### src/rtl/core/imtcf_pkg.sv
`default_nettype none
package imtcf_pkg;

  // Field widths
  localparam int RAW_W     = 16;
  localparam int OFF_W     = 24;
  localparam int RATE_W    = 28;
  localparam int ANG_OUT_W = 25;

  // Filter and blend weights, Q.24, unsigned
  localparam int WB     = 24;
  localparam int WTW    = 24;
  localparam int W_HALF = 8388608;
  localparam int W_SLOW = 838861;
  localparam int W_ACC  = 167772;
  localparam int W_DT   = 16777;
  localparam int W_KEEP = 16760439;

  localparam int RATE_MAX = 134217727;
  localparam int RATE_MIN = -134217728;

  // Gyro scaling: round(raw * 10 * 2^F / 164), ties away from zero
  localparam int DIV_CONST = 164;
  localparam int DIV_BIAS  = 82;
  localparam int DIV_REM_W = 8;

  // CORDIC angle accumulator, degrees Q.24
  localparam int CORDIC_ACC_W     = 34;
  localparam int ATAN_FRAC        = 24;
  localparam int CORDIC_MAX_STEPS = 24;

  typedef enum logic [1:0] {
    CFG_CAL   = 2'd0,
    CFG_OFF_X = 2'd1,
    CFG_OFF_Y = 2'd2,
    CFG_OFF_Z = 2'd3
  } cfg_idx_e;

  typedef enum logic [3:0] {
    OP_GX    = 4'd0,
    OP_GY    = 4'd1,
    OP_GZ    = 4'd2,
    OP_AX    = 4'd3,
    OP_AZ    = 4'd4,
    OP_YAW   = 4'd5,
    OP_PDT   = 4'd6,
    OP_PKEEP = 4'd7,
    OP_PACC  = 4'd8
  } op_e;

  typedef enum logic [8:0] {
    S_IDLE  = 9'b000000001,
    S_DIV   = 9'b000000010,
    S_DIVW  = 9'b000000100,
    S_MUL   = 9'b000001000,
    S_MULWB = 9'b000010000,
    S_COR   = 9'b000100000,
    S_CORW  = 9'b001000000,
    S_ANGLE = 9'b010000000,
    S_DONE  = 9'b100000000
  } state_e;

  // atan(2^-i) in degrees, Q.24
  function automatic logic signed [CORDIC_ACC_W-1:0] atan_q24(input logic [4:0] idx);
    logic signed [CORDIC_ACC_W-1:0] v;
    case (idx)
      5'd0:  v = 34'sd754974720;
      5'd1:  v = 34'sd445687602;
      5'd2:  v = 34'sd235489088;
      5'd3:  v = 34'sd119537938;
      5'd4:  v = 34'sd60000934;
      5'd5:  v = 34'sd30029717;
      5'd6:  v = 34'sd15018523;
      5'd7:  v = 34'sd7509720;
      5'd8:  v = 34'sd3754917;
      5'd9:  v = 34'sd1877466;
      5'd10: v = 34'sd938734;
      5'd11: v = 34'sd469367;
      5'd12: v = 34'sd234684;
      5'd13: v = 34'sd117342;
      5'd14: v = 34'sd58671;
      5'd15: v = 34'sd29335;
      5'd16: v = 34'sd14668;
      5'd17: v = 34'sd7334;
      5'd18: v = 34'sd3667;
      5'd19: v = 34'sd1833;
      5'd20: v = 34'sd917;
      5'd21: v = 34'sd458;
      5'd22: v = 34'sd229;
      5'd23: v = 34'sd115;
      default: v = '0;
    endcase
    return v;
  endfunction

endpackage
`default_nettype wire

### src/rtl/core/imtcf_ifs.sv
`default_nettype none
interface imtcf_sample_if import imtcf_pkg::*; ();
  logic                    valid;
  logic                    ready;
  logic signed [RAW_W-1:0] accel_x_raw;
  logic signed [RAW_W-1:0] accel_z_raw;
  logic signed [RAW_W-1:0] gyro_x_raw;
  logic signed [RAW_W-1:0] gyro_y_raw;
  logic signed [RAW_W-1:0] gyro_z_raw;

  modport source (output valid, accel_x_raw, accel_z_raw, gyro_x_raw, gyro_y_raw,
                  gyro_z_raw, input ready);
  modport sink (input valid, accel_x_raw, accel_z_raw, gyro_x_raw, gyro_y_raw,
                gyro_z_raw, output ready);
endinterface

interface imtcf_result_if import imtcf_pkg::*; ();
  logic                        valid;
  logic                        ready;
  logic signed [ANG_OUT_W-1:0] pitch_angle;
  logic signed [ANG_OUT_W-1:0] yaw_angle;
  logic signed [ANG_OUT_W-1:0] accel_pitch;
  logic signed [RATE_W-1:0]    gyro_rate_x_filtered;
  logic signed [RATE_W-1:0]    gyro_rate_y_filtered;
  logic signed [RATE_W-1:0]    gyro_rate_z_filtered;

  modport source (output valid, pitch_angle, yaw_angle, accel_pitch, gyro_rate_x_filtered,
                  gyro_rate_y_filtered, gyro_rate_z_filtered, input ready);
  modport sink (input valid, pitch_angle, yaw_angle, accel_pitch, gyro_rate_x_filtered,
                gyro_rate_y_filtered, gyro_rate_z_filtered, output ready);
endinterface
`default_nettype wire

### src/rtl/core/imtcf_div164.sv
`default_nettype none
// Divide by 164 for the gyro scaling: quot = floor((num * 2^FRAC + 82) / 164),
// num = 10*|raw|. Split num = 164*hi + lo, then
// quot = hi * 2^FRAC + floor((lo * 2^FRAC + 82) / 164).
// Each quotient comes from an exact reciprocal multiply, one per cycle; done_o
// pulses once start_i has passed through v1_q, v2_q and done_q.
module imtcf_div164 import imtcf_pkg::*; #(
  parameter int FRAC = 16,
  parameter int NW   = 36
) (
  input  wire logic              clk_i,
  input  wire logic              rst_ni,
  input  wire logic              start_i,
  input  wire logic [RAW_W+3:0]  num_i,
  output logic                   done_o,
  output logic [NW-1:0]          quot_o
);

  localparam int MW  = RAW_W + 4;               // numerator
  localparam int K1  = MW + DIV_REM_W;          // first reciprocal shift
  localparam int RW2 = DIV_REM_W + FRAC;        // remainder numerator
  localparam int K2  = RW2 + DIV_REM_W;         // second reciprocal shift
  localparam logic [MW:0]  C1 = (MW + 1)'(((64'sd1 <<< K1) + DIV_CONST - 1) / DIV_CONST);
  localparam logic [RW2:0] C2 = (RW2 + 1)'(((64'sd1 <<< K2) + DIV_CONST - 1) / DIV_CONST);

  logic                 v1_q, v2_q, done_q;
  logic [MW-1:0]        m_q;
  logic [MW-1:0]        hi_q;
  logic [DIV_REM_W-1:0] lo_q;
  logic [NW-1:0]        quo_q;
  logic [2*MW:0]        prod1;
  logic [MW-1:0]        hi;
  logic [MW-1:0]        lo_full;
  logic [DIV_REM_W-1:0] lo;
  logic [RW2-1:0]       r;
  logic [2*RW2:0]       prod2;
  logic [FRAC-1:0]      t;

  always_comb begin
    prod1   = m_q * C1;
    hi      = MW'(prod1[2*MW:K1]);
    lo_full = m_q - hi * MW'(DIV_CONST);
    lo      = lo_full[DIV_REM_W-1:0];
    r       = {lo_q, {FRAC{1'b0}}} + RW2'(DIV_BIAS);
    prod2   = r * C2;
    t       = prod2[K2 +: FRAC];
  end

  always_ff @(posedge clk_i or negedge rst_ni) begin
    if (!rst_ni) begin
      v1_q   <= 1'b0;
      v2_q   <= 1'b0;
      done_q <= 1'b0;
    end else begin
      v1_q   <= start_i;
      v2_q   <= v1_q;
      done_q <= v2_q;
    end
  end

  always_ff @(posedge clk_i) begin
    if (start_i) m_q <= num_i;
    if (v1_q) begin
      hi_q <= hi;
      lo_q <= lo;
    end
    if (v2_q) quo_q <= NW'({hi_q, t});
  end

  assign done_o = done_q;
  assign quot_o = quo_q;

endmodule
`default_nettype wire

### src/rtl/core/imtcf_cordic.sv
`default_nettype none
// Vectoring CORDIC, one micro-rotation per cycle; angle in degrees Q.24.
module imtcf_cordic import imtcf_pkg::*; #(
  parameter int CW    = 24,
  parameter int STEPS = 16
) (
  input  wire logic                           clk_i,
  input  wire logic                           rst_ni,
  input  wire logic                           start_i,
  input  wire logic signed [CW-1:0]           x_i,
  input  wire logic signed [CW-1:0]           y_i,
  output logic                                done_o,
  output logic signed [CORDIC_ACC_W-1:0]      angle_o
);

  localparam int NIT = (STEPS < CORDIC_MAX_STEPS) ? STEPS : CORDIC_MAX_STEPS;
  localparam int IW  = $clog2(NIT);
  localparam logic signed [CORDIC_ACC_W-1:0] HALF_TURN = CORDIC_ACC_W'(180) <<< ATAN_FRAC;

  logic                           busy_q;
  logic                           done_q;
  logic [IW-1:0]                  i_q;
  logic signed [CW-1:0]           x_q;
  logic signed [CW-1:0]           y_q;
  logic signed [CORDIC_ACC_W-1:0] acc_q;
  logic signed [CW-1:0]           xs;
  logic signed [CW-1:0]           ys;
  logic signed [CORDIC_ACC_W-1:0] step_ang;

  always_comb begin
    xs       = x_q >>> i_q;
    ys       = y_q >>> i_q;
    step_ang = atan_q24(5'(i_q));
  end

  always_ff @(posedge clk_i or negedge rst_ni) begin
    if (!rst_ni) begin
      busy_q <= 1'b0;
      done_q <= 1'b0;
      i_q    <= '0;
    end else begin
      done_q <= 1'b0;
      if (start_i) begin
        i_q <= '0;
        // a zero vector has no direction: report zero at once
        if (x_i == '0 && y_i == '0) begin
          done_q <= 1'b1;
        end else begin
          busy_q <= 1'b1;
        end
      end else if (busy_q) begin
        i_q <= i_q + IW'(1);
        if (i_q == IW'(NIT - 1)) begin
          busy_q <= 1'b0;
          done_q <= 1'b1;
        end
      end
    end
  end

  always_ff @(posedge clk_i) begin
    if (start_i) begin
      // pre-rotate the left half plane by a half turn
      if (x_i < 0) begin
        x_q   <= -x_i;
        y_q   <= -y_i;
        acc_q <= (y_i >= 0) ? HALF_TURN : -HALF_TURN;
      end else begin
        x_q   <= x_i;
        y_q   <= y_i;
        acc_q <= '0;
      end
    end else if (busy_q) begin
      if (y_q > 0) begin
        x_q   <= x_q + ys;
        y_q   <= y_q - xs;
        acc_q <= acc_q + step_ang;
      end else begin
        x_q   <= x_q - ys;
        y_q   <= y_q + xs;
        acc_q <= acc_q - step_ang;
      end
    end
  end

  assign done_o  = done_q;
  assign angle_o = acc_q;

endmodule
`default_nettype wire

### src/rtl/core/imu_tilt_complementary_filter_core.sv
`default_nettype none
// Pitch/yaw tilt estimator for one IMU sample per beat. Each accepted sample
// (raw accel x/z and gyro x/y/z) produces exactly one result beat: fused pitch,
// integrated yaw wrapped to +-180 deg, accelerometer pitch from a CORDIC
// atan2, and the three low-passed gyro rates, all two's complement with
// FRAC_BITS fraction bits. Configuration (calibrated mode, three gyro offsets
// in deg/s) goes in through cfg_we_i/cfg_idx_i/cfg_data_i; the user must write
// it only while the block is idle (the block itself does not enforce this),
// and a write then takes effect on the next sample. The block handles one
// sample at a time and drops ready while it works; a sample takes less time
// when the tilt is steeper than 90 deg and when both filtered accels are
// zero. The three gyro axes each go through a two-step reciprocal divide by
// 164; the rest is the shared multiplier (30x25 at the defaults) used for
// every filter, integration and blend step, and one CORDIC micro-rotation
// per cycle. A finished result waits in an output register, so the next
// sample is taken while the result is still pending; a result that is still
// waiting when the next one is done holds the block until the output
// register frees.
module imu_tilt_complementary_filter_core import imtcf_pkg::*; #(
  parameter int FRAC_BITS    = 16,
  parameter int CORDIC_STEPS = 16
) (
  input  wire logic             clk_i,
  input  wire logic             rst_ni,
  input  wire logic             cfg_we_i,
  input  wire logic [1:0]       cfg_idx_i,
  input  wire logic [OFF_W-1:0] cfg_data_i,
  imtcf_sample_if.sink          sample_i,
  imtcf_result_if.source        result_o
);

  localparam int AW    = FRAC_BITS + 10;           // angle registers
  localparam int DW    = (AW > 30) ? AW : 30;      // multiplier signed operand
  localparam int PW    = DW + WTW + 1;             // product
  localparam int SW    = PW + 1;                   // sum of two products
  localparam int AFW   = FRAC_BITS + 5;            // filtered accel
  localparam int CW    = FRAC_BITS + 8;            // CORDIC vector
  localparam int NW    = FRAC_BITS + 20;           // divider quotient
  // scaled rate before clamp
  localparam int RW    = (FRAC_BITS + 15 > RATE_W) ? FRAC_BITS + 15 : RATE_W + 1;
  localparam int EW    = CORDIC_ACC_W + 2;
  localparam int SHIFT = ATAN_FRAC - FRAC_BITS;

  localparam logic signed [PW-1:0] P_HALF = PW'(1) <<< (WB - 1);
  localparam logic signed [SW-1:0] S_HALF = SW'(1) <<< (WB - 1);
  localparam logic signed [PW-1:0] P_RMAX = PW'(RATE_MAX);
  localparam logic signed [PW-1:0] P_RMIN = PW'(RATE_MIN);
  localparam logic signed [RW-1:0] R_RMAX = RW'(RATE_MAX);
  localparam logic signed [RW-1:0] R_RMIN = RW'(RATE_MIN);
  localparam logic signed [AW-1:0] ONE80  = AW'(180) <<< FRAC_BITS;
  localparam logic signed [AW-1:0] NINETY = AW'(90) <<< FRAC_BITS;
  localparam logic signed [AW-1:0] FULL   = AW'(360) <<< FRAC_BITS;
  localparam logic signed [EW-1:0] E_180  = EW'(180) <<< FRAC_BITS;
  localparam logic signed [SW-1:0] S_180  = SW'(180) <<< FRAC_BITS;
  localparam logic signed [EW-1:0] E_RND  = (EW'(1) <<< SHIFT) >>> 1;

  state_e state_q, state_d;
  op_e    op_q;
  logic [1:0] axis_q;

  // configuration
  logic                    cal_q;
  logic signed [OFF_W-1:0] off_q [3];

  // sample and filter state
  logic signed [RAW_W-1:0]  ax_raw_q, az_raw_q;
  logic signed [RAW_W-1:0]  gyro_raw_q [3];
  logic signed [RATE_W-1:0] rate_q [3];
  logic signed [RATE_W-1:0] gf_q [3];
  logic signed [RATE_W-1:0] gf_prev [3];
  logic signed [AFW-1:0]    afx_q, afz_q;
  logic signed [AW-1:0]     pitch_q, yaw_q, accp_q, ptmp_q;
  logic signed [PW-1:0]     prod_q;
  logic signed [SW-1:0]     sum_q;
  logic                     seeded_q, primed_q;

  // output register
  logic                        out_valid_q;
  logic signed [ANG_OUT_W-1:0] out_pitch_q, out_yaw_q, out_accp_q;
  logic signed [RATE_W-1:0]    out_gx_q, out_gy_q, out_gz_q;
  logic                        out_free;

  // gyro scaling
  logic signed [RAW_W-1:0] gyro_sel;
  logic [RAW_W:0]          mag;
  logic [RAW_W+3:0]        a10;
  logic [NW-1:0]           div_quot;
  logic                    div_start, div_done;
  logic signed [RW-1:0]    q_mag, q_signed, q_off;
  logic signed [RATE_W-1:0] rate_sat;

  // multiplier and write-back
  logic signed [DW-1:0]  mul_a;
  logic [WTW-1:0]        mul_b;
  logic signed [PW-1:0]  prod_d;
  logic signed [PW-1:0]  rnd;
  logic signed [PW-1:0]  wb_base;
  logic signed [PW-1:0]  sum_wb;
  logic signed [RATE_W-1:0] rate_wb;
  logic signed [AFW-1:0] ax_sc, az_sc;
  logic signed [AW-1:0]  yaw_sum, yaw_wrap;
  logic signed [SW-1:0]  psum;
  logic signed [AW-1:0]  pitch_fin;

  // CORDIC
  logic                           cor_start, cor_done;
  logic signed [CORDIC_ACC_W-1:0] cor_angle;
  logic signed [EW-1:0]           ang_e, nang_e;
  logic signed [AW-1:0]           accp_d;
  logic                           steep;

  imtcf_div164 #(.FRAC(FRAC_BITS), .NW(NW)) u_div (
    .clk_i  (clk_i),
    .rst_ni (rst_ni),
    .start_i(div_start),
    .num_i  (a10),
    .done_o (div_done),
    .quot_o (div_quot)
  );

  imtcf_cordic #(.CW(CW), .STEPS(CORDIC_STEPS)) u_cordic (
    .clk_i  (clk_i),
    .rst_ni (rst_ni),
    .start_i(cor_start),
    .x_i    (CW'(afz_q)),
    .y_i    (CW'(afx_q)),
    .done_o (cor_done),
    .angle_o(cor_angle)
  );

  // Configuration writes
  always_ff @(posedge clk_i or negedge rst_ni) begin
    if (!rst_ni) begin
      cal_q    <= 1'b0;
      off_q[0] <= '0;
      off_q[1] <= '0;
      off_q[2] <= '0;
    end else if (cfg_we_i) begin
      unique case (cfg_idx_e'(cfg_idx_i))
        CFG_CAL:   cal_q    <= cfg_data_i[0];
        CFG_OFF_X: off_q[0] <= cfg_data_i;
        CFG_OFF_Y: off_q[1] <= cfg_data_i;
        CFG_OFF_Z: off_q[2] <= cfg_data_i;
      endcase
    end
  end

  // Gyro scaling: sign-magnitude, the divider folds in the rounding bias
  always_comb begin
    gyro_sel = gyro_raw_q[axis_q];
    mag      = gyro_sel[RAW_W-1] ? -{gyro_sel[RAW_W-1], gyro_sel}
                                 : {gyro_sel[RAW_W-1], gyro_sel};
    a10      = ({3'b000, mag} << 3) + ({3'b000, mag} << 1);
    q_mag    = $signed({1'b0, div_quot[RW-2:0]});
    q_signed = gyro_sel[RAW_W-1] ? -q_mag : q_mag;
    q_off    = cal_q ? q_signed - RW'(off_q[axis_q]) : q_signed;
    if (q_off > R_RMAX) begin
      rate_sat = R_RMAX[RATE_W-1:0];
    end else if (q_off < R_RMIN) begin
      rate_sat = R_RMIN[RATE_W-1:0];
    end else begin
      rate_sat = q_off[RATE_W-1:0];
    end
  end

  // Multiplier operand select; the gyro filters read as zero until primed
  always_comb begin
    for (int k = 0; k < 3; k++) begin
      gf_prev[k] = primed_q ? gf_q[k] : '0;
    end
    ax_sc = AFW'(ax_raw_q) <<< (FRAC_BITS - 12);
    az_sc = AFW'(az_raw_q) <<< (FRAC_BITS - 12);
    mul_a   = '0;
    mul_b   = '0;
    wb_base = '0;
    case (op_q)
      OP_GX: begin
        mul_a   = DW'(rate_q[0]) - DW'(gf_prev[0]);
        mul_b   = cal_q ? WTW'(W_HALF) : WTW'(W_SLOW);
        wb_base = PW'(gf_prev[0]);
      end
      OP_GY: begin
        mul_a   = DW'(rate_q[1]) - DW'(gf_prev[1]);
        mul_b   = cal_q ? WTW'(W_HALF) : WTW'(W_SLOW);
        wb_base = PW'(gf_prev[1]);
      end
      OP_GZ: begin
        mul_a   = DW'(rate_q[2]) - DW'(gf_prev[2]);
        mul_b   = cal_q ? WTW'(W_HALF) : WTW'(W_SLOW);
        wb_base = PW'(gf_prev[2]);
      end
      OP_AX: begin
        mul_a   = DW'(ax_sc) - DW'(afx_q);
        mul_b   = WTW'(W_ACC);
        wb_base = PW'(afx_q);
      end
      OP_AZ: begin
        mul_a   = DW'(az_sc) - DW'(afz_q);
        mul_b   = WTW'(W_ACC);
        wb_base = PW'(afz_q);
      end
      OP_YAW: begin
        mul_a   = DW'(rate_q[2]);
        mul_b   = WTW'(W_DT);
        wb_base = PW'(yaw_q);
      end
      OP_PDT: begin
        mul_a   = DW'(rate_q[1]);
        mul_b   = WTW'(W_DT);
        wb_base = PW'(pitch_q);
      end
      OP_PKEEP: begin
        mul_a = DW'(ptmp_q);
        mul_b = WTW'(W_KEEP);
      end
      OP_PACC: begin
        mul_a = DW'(accp_q);
        mul_b = WTW'(W_DT);
      end
      default: begin
        mul_a = '0;
      end
    endcase
    prod_d = mul_a * $signed({1'b0, mul_b});
  end

  // Write-back: round the registered product, add it to its base
  always_comb begin
    rnd    = (prod_q + P_HALF) >>> WB;
    sum_wb = wb_base + rnd;
    if (sum_wb > P_RMAX) begin
      rate_wb = P_RMAX[RATE_W-1:0];
    end else if (sum_wb < P_RMIN) begin
      rate_wb = P_RMIN[RATE_W-1:0];
    end else begin
      rate_wb = sum_wb[RATE_W-1:0];
    end
    // yaw wraps once per increment
    yaw_sum = sum_wb[AW-1:0];
    if (yaw_sum > ONE80) begin
      yaw_wrap = yaw_sum - FULL;
    end else if (yaw_sum < -ONE80) begin
      yaw_wrap = yaw_sum + FULL;
    end else begin
      yaw_wrap = yaw_sum;
    end
    // blend: keep-weighted pitch plus dt-weighted accel pitch
    psum = (sum_q + SW'(prod_q) + S_HALF) >>> WB;
    if (psum > S_180) begin
      pitch_fin = ONE80;
    end else if (psum < -S_180) begin
      pitch_fin = -ONE80;
    end else begin
      pitch_fin = psum[AW-1:0];
    end
  end

  // Accel pitch: round the Q.24 angle to Q.F, negate, saturate
  always_comb begin
    ang_e  = (EW'(cor_angle) + E_RND) >>> SHIFT;
    nang_e = -ang_e;
    if (nang_e > E_180) begin
      accp_d = ONE80;
    end else if (nang_e < -E_180) begin
      accp_d = -ONE80;
    end else begin
      accp_d = nang_e[AW-1:0];
    end
    steep = (accp_q > NINETY) || (accp_q < -NINETY);
  end

  assign out_free = !out_valid_q || result_o.ready;

  // Sequencer
  always_comb begin
    state_d   = state_q;
    div_start = 1'b0;
    cor_start = 1'b0;
    unique case (state_q)
      S_IDLE: begin
        if (sample_i.valid) state_d = S_DIV;
      end
      S_DIV: begin
        div_start = 1'b1;
        state_d   = S_DIVW;
      end
      S_DIVW: begin
        if (div_done) state_d = (axis_q == 2'd2) ? S_MUL : S_DIV;
      end
      S_MUL: begin
        state_d = S_MULWB;
      end
      S_MULWB: begin
        case (op_q)
          OP_AZ:   state_d = S_COR;
          OP_PACC: state_d = S_DONE;
          default: state_d = S_MUL;
        endcase
      end
      S_COR: begin
        cor_start = 1'b1;
        state_d   = S_CORW;
      end
      S_CORW: begin
        if (cor_done) state_d = S_ANGLE;
      end
      S_ANGLE: begin
        state_d = steep ? S_DONE : S_MUL;
      end
      S_DONE: begin
        if (out_free) state_d = S_IDLE;
      end
      default: state_d = S_IDLE;
    endcase
  end

  // Control and filter state
  always_ff @(posedge clk_i or negedge rst_ni) begin
    if (!rst_ni) begin
      state_q     <= S_IDLE;
      op_q        <= OP_GX;
      axis_q      <= '0;
      primed_q    <= 1'b0;
      seeded_q    <= 1'b0;
      gf_q[0]     <= '0;
      gf_q[1]     <= '0;
      gf_q[2]     <= '0;
      afx_q       <= '0;
      afz_q       <= '0;
      pitch_q     <= '0;
      yaw_q       <= '0;
      out_valid_q <= 1'b0;
    end else begin
      state_q <= state_d;
      unique case (state_q)
        S_IDLE: begin
          axis_q <= '0;
        end
        S_DIVW: begin
          if (div_done) begin
            axis_q <= axis_q + 2'd1;
            if (axis_q == 2'd2) op_q <= OP_GX;
          end
        end
        S_MULWB: begin
          op_q <= op_e'(op_q + 4'd1);
          case (op_q)
            OP_GX:   gf_q[0] <= rate_wb;
            OP_GY:   gf_q[1] <= rate_wb;
            OP_GZ: begin
              gf_q[2]  <= rate_wb;
              primed_q <= 1'b1;
            end
            OP_AX:   afx_q   <= sum_wb[AFW-1:0];
            OP_AZ:   afz_q   <= sum_wb[AFW-1:0];
            OP_YAW:  yaw_q   <= yaw_wrap;
            OP_PACC: pitch_q <= pitch_fin;
            default: ;
          endcase
        end
        S_ANGLE: begin
          // seed on the first sample; follow the accel pitch when steep
          op_q     <= OP_YAW;
          seeded_q <= 1'b1;
          if (steep || !seeded_q) pitch_q <= accp_q;
        end
        default: ;
      endcase
      if (state_q == S_DONE && out_free) begin
        out_valid_q <= 1'b1;
      end else if (result_o.ready) begin
        out_valid_q <= 1'b0;
      end
    end
  end

  // Datapath registers
  always_ff @(posedge clk_i) begin
    if (sample_i.valid && sample_i.ready) begin
      ax_raw_q      <= sample_i.accel_x_raw;
      az_raw_q      <= sample_i.accel_z_raw;
      gyro_raw_q[0] <= sample_i.gyro_x_raw;
      gyro_raw_q[1] <= sample_i.gyro_y_raw;
      gyro_raw_q[2] <= sample_i.gyro_z_raw;
    end
    if (state_q == S_DIVW && div_done) rate_q[axis_q] <= rate_sat;
    if (state_q == S_MUL) prod_q <= prod_d;
    if (state_q == S_MULWB && op_q == OP_PDT) ptmp_q <= sum_wb[AW-1:0];
    if (state_q == S_MULWB && op_q == OP_PKEEP) sum_q <= SW'(prod_q);
    if (state_q == S_CORW && cor_done) accp_q <= accp_d;
    if (state_q == S_DONE && out_free) begin
      out_pitch_q <= ANG_OUT_W'(pitch_q);
      out_yaw_q   <= ANG_OUT_W'(yaw_q);
      out_accp_q  <= ANG_OUT_W'(accp_q);
      out_gx_q    <= gf_q[0];
      out_gy_q    <= gf_q[1];
      out_gz_q    <= gf_q[2];
    end
  end

  assign sample_i.ready                = (state_q == S_IDLE);
  assign result_o.valid                = out_valid_q;
  assign result_o.pitch_angle          = out_pitch_q;
  assign result_o.yaw_angle            = out_yaw_q;
  assign result_o.accel_pitch          = out_accp_q;
  assign result_o.gyro_rate_x_filtered = out_gx_q;
  assign result_o.gyro_rate_y_filtered = out_gy_q;
  assign result_o.gyro_rate_z_filtered = out_gz_q;

  // Checks
  a_busy_after_accept: assert property (@(posedge clk_i) disable iff (!rst_ni)
    sample_i.valid && sample_i.ready |=> !sample_i.ready)
    else $error("ready held after a sample beat");

  a_idle_quiet: assert property (@(posedge clk_i) disable iff (!rst_ni)
    state_q == S_IDLE |-> !div_done && !cor_done)
    else $error("arithmetic unit finished while idle");

  a_yaw_range: assert property (@(posedge clk_i) disable iff (!rst_ni)
    (yaw_q <= ONE80) && (yaw_q >= -ONE80))
    else $error("yaw left the wrapped range");

endmodule
`default_nettype wire

### src/flat_wrapper.sv
// flat-port wrapper written by rule: the top's interface ports become plain ports
module imu_tilt_complementary_filter_core_flat import imtcf_pkg::*;
#(
  parameter int FRAC_BITS    = 16,
  parameter int CORDIC_STEPS = 16
)
  (clk_i, rst_ni, cfg_we_i, cfg_idx_i, cfg_data_i, sample_i_valid, sample_i_accel_x_raw, sample_i_accel_z_raw, sample_i_gyro_x_raw, sample_i_gyro_y_raw, sample_i_gyro_z_raw, sample_i_ready, result_o_valid, result_o_pitch_angle, result_o_yaw_angle, result_o_accel_pitch, result_o_gyro_rate_x_filtered, result_o_gyro_rate_y_filtered, result_o_gyro_rate_z_filtered, result_o_ready);
  imtcf_sample_if sample_i_i ();
  imtcf_result_if result_o_i ();
  input  wire logic clk_i;
  input  wire logic rst_ni;
  input  wire logic cfg_we_i;
  input  wire logic [1:0] cfg_idx_i;
  input  wire logic [OFF_W-1:0] cfg_data_i;
  input wire logic [$bits(sample_i_i.valid)-1:0] sample_i_valid;
  input wire logic [$bits(sample_i_i.accel_x_raw)-1:0] sample_i_accel_x_raw;
  input wire logic [$bits(sample_i_i.accel_z_raw)-1:0] sample_i_accel_z_raw;
  input wire logic [$bits(sample_i_i.gyro_x_raw)-1:0] sample_i_gyro_x_raw;
  input wire logic [$bits(sample_i_i.gyro_y_raw)-1:0] sample_i_gyro_y_raw;
  input wire logic [$bits(sample_i_i.gyro_z_raw)-1:0] sample_i_gyro_z_raw;
  output wire logic [$bits(sample_i_i.ready)-1:0] sample_i_ready;
  output wire logic [$bits(result_o_i.valid)-1:0] result_o_valid;
  output wire logic [$bits(result_o_i.pitch_angle)-1:0] result_o_pitch_angle;
  output wire logic [$bits(result_o_i.yaw_angle)-1:0] result_o_yaw_angle;
  output wire logic [$bits(result_o_i.accel_pitch)-1:0] result_o_accel_pitch;
  output wire logic [$bits(result_o_i.gyro_rate_x_filtered)-1:0] result_o_gyro_rate_x_filtered;
  output wire logic [$bits(result_o_i.gyro_rate_y_filtered)-1:0] result_o_gyro_rate_y_filtered;
  output wire logic [$bits(result_o_i.gyro_rate_z_filtered)-1:0] result_o_gyro_rate_z_filtered;
  input wire logic [$bits(result_o_i.ready)-1:0] result_o_ready;
  assign sample_i_i.valid = sample_i_valid;
  assign sample_i_i.accel_x_raw = sample_i_accel_x_raw;
  assign sample_i_i.accel_z_raw = sample_i_accel_z_raw;
  assign sample_i_i.gyro_x_raw = sample_i_gyro_x_raw;
  assign sample_i_i.gyro_y_raw = sample_i_gyro_y_raw;
  assign sample_i_i.gyro_z_raw = sample_i_gyro_z_raw;
  assign sample_i_ready = sample_i_i.ready;
  assign result_o_valid = result_o_i.valid;
  assign result_o_pitch_angle = result_o_i.pitch_angle;
  assign result_o_yaw_angle = result_o_i.yaw_angle;
  assign result_o_accel_pitch = result_o_i.accel_pitch;
  assign result_o_gyro_rate_x_filtered = result_o_i.gyro_rate_x_filtered;
  assign result_o_gyro_rate_y_filtered = result_o_i.gyro_rate_y_filtered;
  assign result_o_gyro_rate_z_filtered = result_o_i.gyro_rate_z_filtered;
  assign result_o_i.ready = result_o_ready;
  imu_tilt_complementary_filter_core #(.FRAC_BITS(FRAC_BITS), .CORDIC_STEPS(CORDIC_STEPS)) u_core (.clk_i(clk_i), .rst_ni(rst_ni), .cfg_we_i(cfg_we_i), .cfg_idx_i(cfg_idx_i), .cfg_data_i(cfg_data_i), .sample_i(sample_i_i), .result_o(result_o_i));
endmodule
### config.mk
export PLATFORM = sky130hd
export DESIGN_NAME = imu_tilt_complementary_filter_core_flat
export DESIGN_NICKNAME = d
export VERILOG_FILES = /design/src/rtl/core/imtcf_pkg.sv /design/src/rtl/core/imtcf_ifs.sv /design/src/rtl/core/imtcf_div164.sv /design/src/rtl/core/imtcf_cordic.sv /design/src/rtl/core/imu_tilt_complementary_filter_core.sv /design/src/flat_wrapper.sv
export SDC_FILE = /design/constraint.sdc
export NUM_CORES = 2
export LEC_CHECK = 0
export BUFFER_PORTS_ARGS = -buffer_cell sky130_fd_sc_hd__clkbuf_2
export CORE_MARGIN = 5
export CORE_UTILIZATION = 35
export DETAILED_ROUTE_END_ITERATION = 12
export SLEW_MARGIN = 0
export SYNTH_ARGS = -nofsm -noshare
export SYNTH_HDL_FRONTEND = slang
export SYNTH_SLANG_ARGS = --single-unit
### constraint.sdc
create_clock -name clk_i -period 31.6 [get_ports clk_i]
set_input_delay 6.32 -clock clk_i [delete_from_list [all_inputs] [get_ports clk_i]]
set_output_delay 6.32 -clock clk_i [all_outputs]
set_load 0.05 [all_outputs]
# After elaboration in Yosys (flattened, before gate mapping)
# Memory sizes are Yosys's and may differ from the RTL's.
# Index checks and enable logic that the tools add are counted.
word_totals:
  input_bits: 111
  ram_bits: 132
  memories: 3
  romBits: 480
  register_bits: 783
mem_list:
  columns: ["memory", "words", "word_bits", "rd", "rd_clocked_by_memory_dff", "write_ports", "line_no", "source"]
  rows:
  - ["(name not given)", 16, 30, 1, 0, 0, "imtcf_pkg.sv:66", "case (idx)"]
  - ["u_core.rate_q", 3, 28, 3, 0, 1, "imu_tilt_complementary_filter_core.sv:68", "logic signed [RATE_W-1:0] rate_q [3];"]
  - ["u_core.gyro_raw_q", 3, 16, 1, 0, 3, "imu_tilt_complementary_filter_core.sv:67", "logic signed [RAW_W-1:0] gyro_raw_q [3];"]
op_classes:
  shift: 2
  mux: 69
  n_eq_ne: 30
  bitwise: 1
  n_lt_le_gt_ge: 16
  n_addsub: 30
  multipliers: 4
  reduce_logical: 39
ops:
  columns: ["operator", "n"]
  rows:
  - ["$pmux W55 S7", 1]
  - ["$pmux W30 S9", 1]
  - ["$mux W24", 11]
  - ["$mux W28", 7]
  - ["$mux W26", 7]
  - ["$mux W34", 5]
  - ["$pmux W24 S4", 1]
  - ["$sub A28 B28 Y29", 3]
  - ["$pmux W9 S9", 1]
  - ["$mux W31", 2]
  - ["$add A55 B55 Y56", 1]
  - ["$add A56 B25 Y56 const B", 1]
  - ["$add A55 B25 Y55 const B", 1]
  - ["$add A55 B31 Y55", 1]
  - ["$gt A55 B28 Y1 const B", 1]
  - ["$lt A55 B28 Y1 const B", 1]
  - ["$mul A30 B25 Y55", 1]
  - ["$pmux W26 S2", 1]
  - ["$add A24 B24 Y24", 2]
  - ["$bmux W24 S2", 1]
  - ["$logic_not A24 Y1", 2]
  - ["$mul A24 B25 Y48 const B", 1]
  - ["$neg A21 Y24", 2]
  - ["$sshr A24 B4 Y24", 2]
  - ["70 further kinds", 134]

# Longest topological paths before layout
logic_depth:
  depth_word: 9
  ltp_mapped: 48
  depth_no_buf: 45

# By module
# Synthesis repeated with hierarchy kept, for this count alone.
unflattened:
  cells_unflattened: 9852
  area_unflattened_um2: 96128.4
by_module_without_submodules:
  columns: ["mod", "cells_each", "instances", "area_per_inst_um2"]
  rows:
  - ["imu_tilt_complementary_filter_core", 7125, 1, 70341.2]
  - ["imtcf_cordic", 1595, 1, 13325.3]
  - ["imtcf_div164", 1132, 1, 12462.0]

# Least setup slack after synthesis
# No wires, ideal clock.
synth_timing:
  kind: "input to register"
  start: "in result_o_ready"
  end: "reg u_core.out_accp_q[0], in the netlist u_core.result_o.accel_pitch[0] (enable)"
  arrival_time_ns: 13.431
  setup_slack_ns: 17.473
  path_stages: 2
  required_time_ns: 30.904
  path_cell_list: "nand2b_1 > nor2b_1"
synth_between:
  elab_chain_cells: 2
synth_rtl:
  columns: ["item", "line_no", "source"]
  rows:
  - ["from (decl)", "flat_wrapper.sv:29", "input wire logic [$bits(result_o_i.ready)-1:0] result_o_ready;"]
  - ["$logic_or A1 B1 Y1", "imu_tilt_complementary_filter_core.sv:272", "assign out_free = !out_valid_q || result_o.ready;"]
  - ["$logic_and A1 B1 Y1", "imu_tilt_complementary_filter_core.sv:391", "if (state_q == S_DONE && out_free) begin"]
  - ["to (signal assigned)", "imu_tilt_complementary_filter_core.sv:394", "out_accp_q <= ANG_OUT_W'(accp_q);"]
  - ["to (decl)", "imu_tilt_complementary_filter_core.sv:79", "logic signed [ANG_OUT_W-1:0] out_pitch_q, out_yaw_q, out_accp_q;"]
# Every way passes these cells.
# A chain may end at the register's enable or synchronous reset.

# Final worst setup path
layout_timing:
  start: "reg u_core.primed_q"
  end: "reg u_core.prod_q[54] (data pin)"
layout_between:
  elab_chain_cells: 4
  word_cells_on_any_way: 8
  classes_between: "3 x add/sub; 1 x mul; 4 x mux"
layout_rtl:
  columns: ["item", "line_no", "source"]
  rows:
  - ["from (decl)", "imu_tilt_complementary_filter_core.sv:75", "logic seeded_q, primed_q;"]
  - ["from (signal assigned)", "imu_tilt_complementary_filter_core.sv:323", "primed_q <= 1'b0;"]
  - ["from (signal assigned)", "imu_tilt_complementary_filter_core.sv:352", "primed_q <= 1'b1;"]
  - ["$mux W28", "imu_tilt_complementary_filter_core.sv:169", "gf_prev[k] = primed_q ? gf_q[k] : '0;"]
  - ["$sub A28 B28 Y29 (on tied branches)", "imu_tilt_complementary_filter_core.sv:188, imu_tilt_complementary_filter_core.sv:178, imu_tilt_complementary_filter_core.sv:183", null]
  - ["$pmux W30 S9 *", "imu_tilt_complementary_filter_core.sv:176", "case (op_q)"]
  - ["$mul A30 B25 Y55 *", "imu_tilt_complementary_filter_core.sv:224", "prod_d = mul_a * $signed({1'b0, mul_b});"]
  - ["named net u_core.prod_d[54]", "imu_tilt_complementary_filter_core.sv:95", "logic signed [PW-1:0] prod_d;"]
  - ["to (signal assigned)", "imu_tilt_complementary_filter_core.sv:387", "if (state_q == S_MUL) prod_q <= prod_d;"]
  - ["to (decl)", "imu_tilt_complementary_filter_core.sv:73", "logic signed [PW-1:0] prod_q;"]
# Mark *: on every way through the listed nets, which the timed path passes. The rest lies on a longest branch.

==> results.json <==
{
  "grt_first_pass_wirelength_um": 487000,
  "finalSetupTns_ns": 0,
  "holdPathStages": 0,
  "yosys_warnings": 0,
  "rows": 187,
  "syn_area_mm2": 0.0912,
  "route.detailed.vias_per_inst": 5.51,
  "period_share": 0.426,
  "globalRouteMet1Util": 0.325,
  "report.final.hold_viol_count": 0,
  "required_ns": 32.22,
  "reg2reg_to": "u_core.prod_q[54]",
  "die-area_mm2": 0.271,
  "final_number_of_max_transition_violations": 0,
  "run_status": "complete, no violations",
  "drt_pass1_iterations": 6,
  "totalWireLength_um": 332000,
  "die_width_um": 520,
  "crit-reg2reg-launch": "u_core.primed_q",
  "cts_tree": "built",
  "worstMarginPinSlew_ns": 1.40,
  "hpwlAfterDp_um": 271000,
  "synth-edff-count": 635,
  "achievable-frequency_mhz": 74.3,
  "holdPathEnd": "u_core.u_div.quot_o[17]",
  "drc": 0,
  "cp-end-kind": "flop",
  "skew_ns": 0.129,
  "ys_types": 109,
  "port_buffers": 271,
  "initialDrtViolationCount": 7132,
  "drv.max_cap_violation_count": 0,
  "timing.critical_path.max_delay_family": "compound AO/OA/AOI/OAI gates",
  "min_period_ns": 13.47,
  "synth-main-ff-cell": "edfxtp_1",
  "cts.clk_slew.worst_paths_ns": 0.06,
  "preCtsSetupSlack_ns": 18.43,
  "slowest_stage": "fa_1",
  "timing.max_slew.rel_slack": 0.0625,
  "htree_levels": 3,
  "post_cts_resize_count": 0,
  "design.portCount": 272,
  "numClockSinks": 913,
  "rsz_0062_raised_after_global_routing": "no",
  "post_layout_nonfiller_instances": 13000,
  "top_usage_layer": "met2",
  "cts.repair_timing.setup_buffer_count": 0,
  "synth.ff_latch_count": 913,
  "final_layout_size_suffix_gt1_frac": 0.0901,
  "layout.nets": 11300,
  "cts_inserted_buffers": 109,
  "die_height_um": 520,
  "wl_per_cell_um": 25.6,
  "synthesis.area_per_instance_um2": 9.89,
  "cp_max_fo": 38,
  "asyncSetResetFlopFracSynth": 0.304,
  "r2r_slack_ns": 18.13,
  "bufs_on_longest_clock_path": 3,
  "synth_cells": 9216,
  "setup_ws_ns": 18.13,
  "clock_latency_on_the_worst_skew_pair_ns": 0.86,
  "flow.area_growth_from_synthesis_pct": 10.8,
  "final_util": 0.389,
  "gp_congestion": 0.981,
  "reg2regPathDepth": 42,
  "max_stage_delay_ns": 0.93,
  "criticalPathCategory": "reg -> reg",
  "timing.final.setup_violations": 0,
  "crit_path_arrival_time_ns": 14.09,
  "cpMostUsedCell": "fa_1",
  "synth.yosys.seq_area_share": 0.286,
  "cts-hold-fix-buffers": 0,
  "floorplan.initialDensity": 0.351,
  "grt_max_degree": 144,
  "worstHoldPathType": "reg -> reg",
  "critical_path_buf_inv_count": 6,
  "antenna_found_initial": 41,
  "dp.cells": 12700,
  "first_global_vias": 71500,
  "grt.met2_usage": 0.373,
  "min-delay-start": "u_core.u_div.hi_q[1]",
  "routed-via-count": 71500,
  "syn-num-nets": 11100,
  "cts_root_buf": "clkbuf_16",
  "globalRoute.totalOverflow": 0,
  "drtAntennaViolNets": 0,
  "groute.usage.overall": 0.242,
  "core_mm2": 0.259,
  "worstSetupStartpointType": "flop",
  "use_met3": 0.0480
}
==> stage by stage <==
step / cell area, um^2 / hold slack (ns)
6_report: 101000 / 0.419
5_1_grt: 101000 / 0.425
4_1_cts: 101000 / 0.420
3_5_place_dp: 97000 / 0.405
3_3_place_gp: 97000 / 0.403
2_1_floorplan: 91200 / 0.400
==> state kept, by name, indices dropped and copies added (netlist names), 24 cells and up <==
register / flops
u_core.sum_q: 55
u_core.accp_q: 26
u_core.u_div.quot_o: 29
u_core.pitch_q: 26
u_core.ptmp_q: 26
u_core.result_o.pitch_angle: 25
u_core.prod_q: 55
u_core.result_o.yaw_angle: 25
u_core.u_cordic.x_q: 24
u_core.result_o.gyro_rate_z_filtered: 28
u_core.u_cordic.angle_o: 34
u_core.result_o.gyro_rate_x_filtered: 28
u_core.yaw_q: 26
u_core.u_cordic.y_q: 24
u_core.result_o.accel_pitch: 25
u_core.off_q: 72
u_core.result_o.gyro_rate_y_filtered: 28
u_core.rate_q: 84
u_core.gf_q: 84
u_core.gyro_raw_q: 48
==> cell families (layout without fill, tap and decap cells) <==
family,Yosys count,count (layout),share of synthesized area
AND/OR/NAND/NOR,2323,2323,0.120
buffers and inverters,1640,1975,0.0682
flip-flops,913,913,0.286
adder cells (fa/ha/maj),1771,1771,0.315
multiplexers,202,202,0.0282
XOR/XNOR,568,568,0.0546
AO/OA/AOI/OAI,1798,1798,0.128
other,1,29,0.0000411
==> worst register-to-register path: cells and delay by family (launching register included) <==
| kind | cells | cell delay, ns |
|---|---|---|
| AO/OA/AOI/OAI | 21 | 5.78 |
| adder cells (fa/ha/maj) | 10 | 4.96 |
| buffers and inverters | 6 | 0.90 |
| flip-flops | 1 | 0.35 |
| AND/OR/NAND/NOR | 5 | 1.25 |
==> worst max-delay path by stage <==
stage,endpoint,from,depth (start not counted)
after detailed placement,u_core.prod_q[54],u_core.primed_q,42
after global placement,u_core.prod_q[54],u_core.primed_q,42
after floorplan,u_core.result_o.accel_pitch[0],result_o_ready,2
after global routing,u_core.prod_q[54],u_core.primed_q,41
final,u_core.prod_q[54],u_core.primed_q,42
after CTS,u_core.prod_q[54],u_core.primed_q,42
==> placed cells by master, fill, tap and decap left out, types with 142 or more instances in the layout <==
master | Yosys | routed
xnor2_1 | 371 | 368
inv_1 | 1349 | 1349
a21o_1 | 160 | 160
nor2_1 | 679 | 670
buf_4 | 1 | 144
fa_1 | 875 | 875
edfxtp_1 | 635 | 635
nand3_1 | 142 | 142
ha_1 | 896 | 896
clkbuf_2 | 0 | 270
o21ai_0 | 422 | 418
dfrtp_1 | 277 | 270
nand2_1 | 716 | 714
a21oi_1 | 444 | 441
xor2_1 | 197 | 194
==> synthesized netlist by cell type, types with 92 or more instances <==
cell         n  share of area
inv_1     1349          0.056
ha_1       896           0.12
fa_1       875           0.19
nand2_1    716          0.029
nor2_1     679          0.028
edfxtp_1   635           0.21
a21oi_1    444          0.024
o21ai_0    422          0.023
xnor2_1    371          0.036
dfrtp_1    277          0.076
clkbuf_1   222         0.0091
xor2_1     197          0.019
a21o_1     160          0.013
nand3_1    142         0.0078
nor3_1     138         0.0076
a22oi_1    116         0.0096
a311oi_1    92         0.0088
==> cell type report <==
cell class,instances,area [um^2]
inverter,1352,5070
tap,3402,4260
fill,25600,159000
clock inverter,75,1050
sequential,913,26000
timing repair buffer,416,2470
antenna,28,70.1
multi-input combinational,6663,59100
clock buffer,132,2890
==> routing by layer <==
layer | wire (um) | part of all wire
met1 | 139000 | 0.42
met2 | 147000 | 0.44
met3 | 27300 | 0.082
met4 | 18900 | 0.057
met5 | 101 | 0.00030
Power is not shown: default switching activity piles up to over one toggle a cycle in this logic, so the estimate is an artifact.
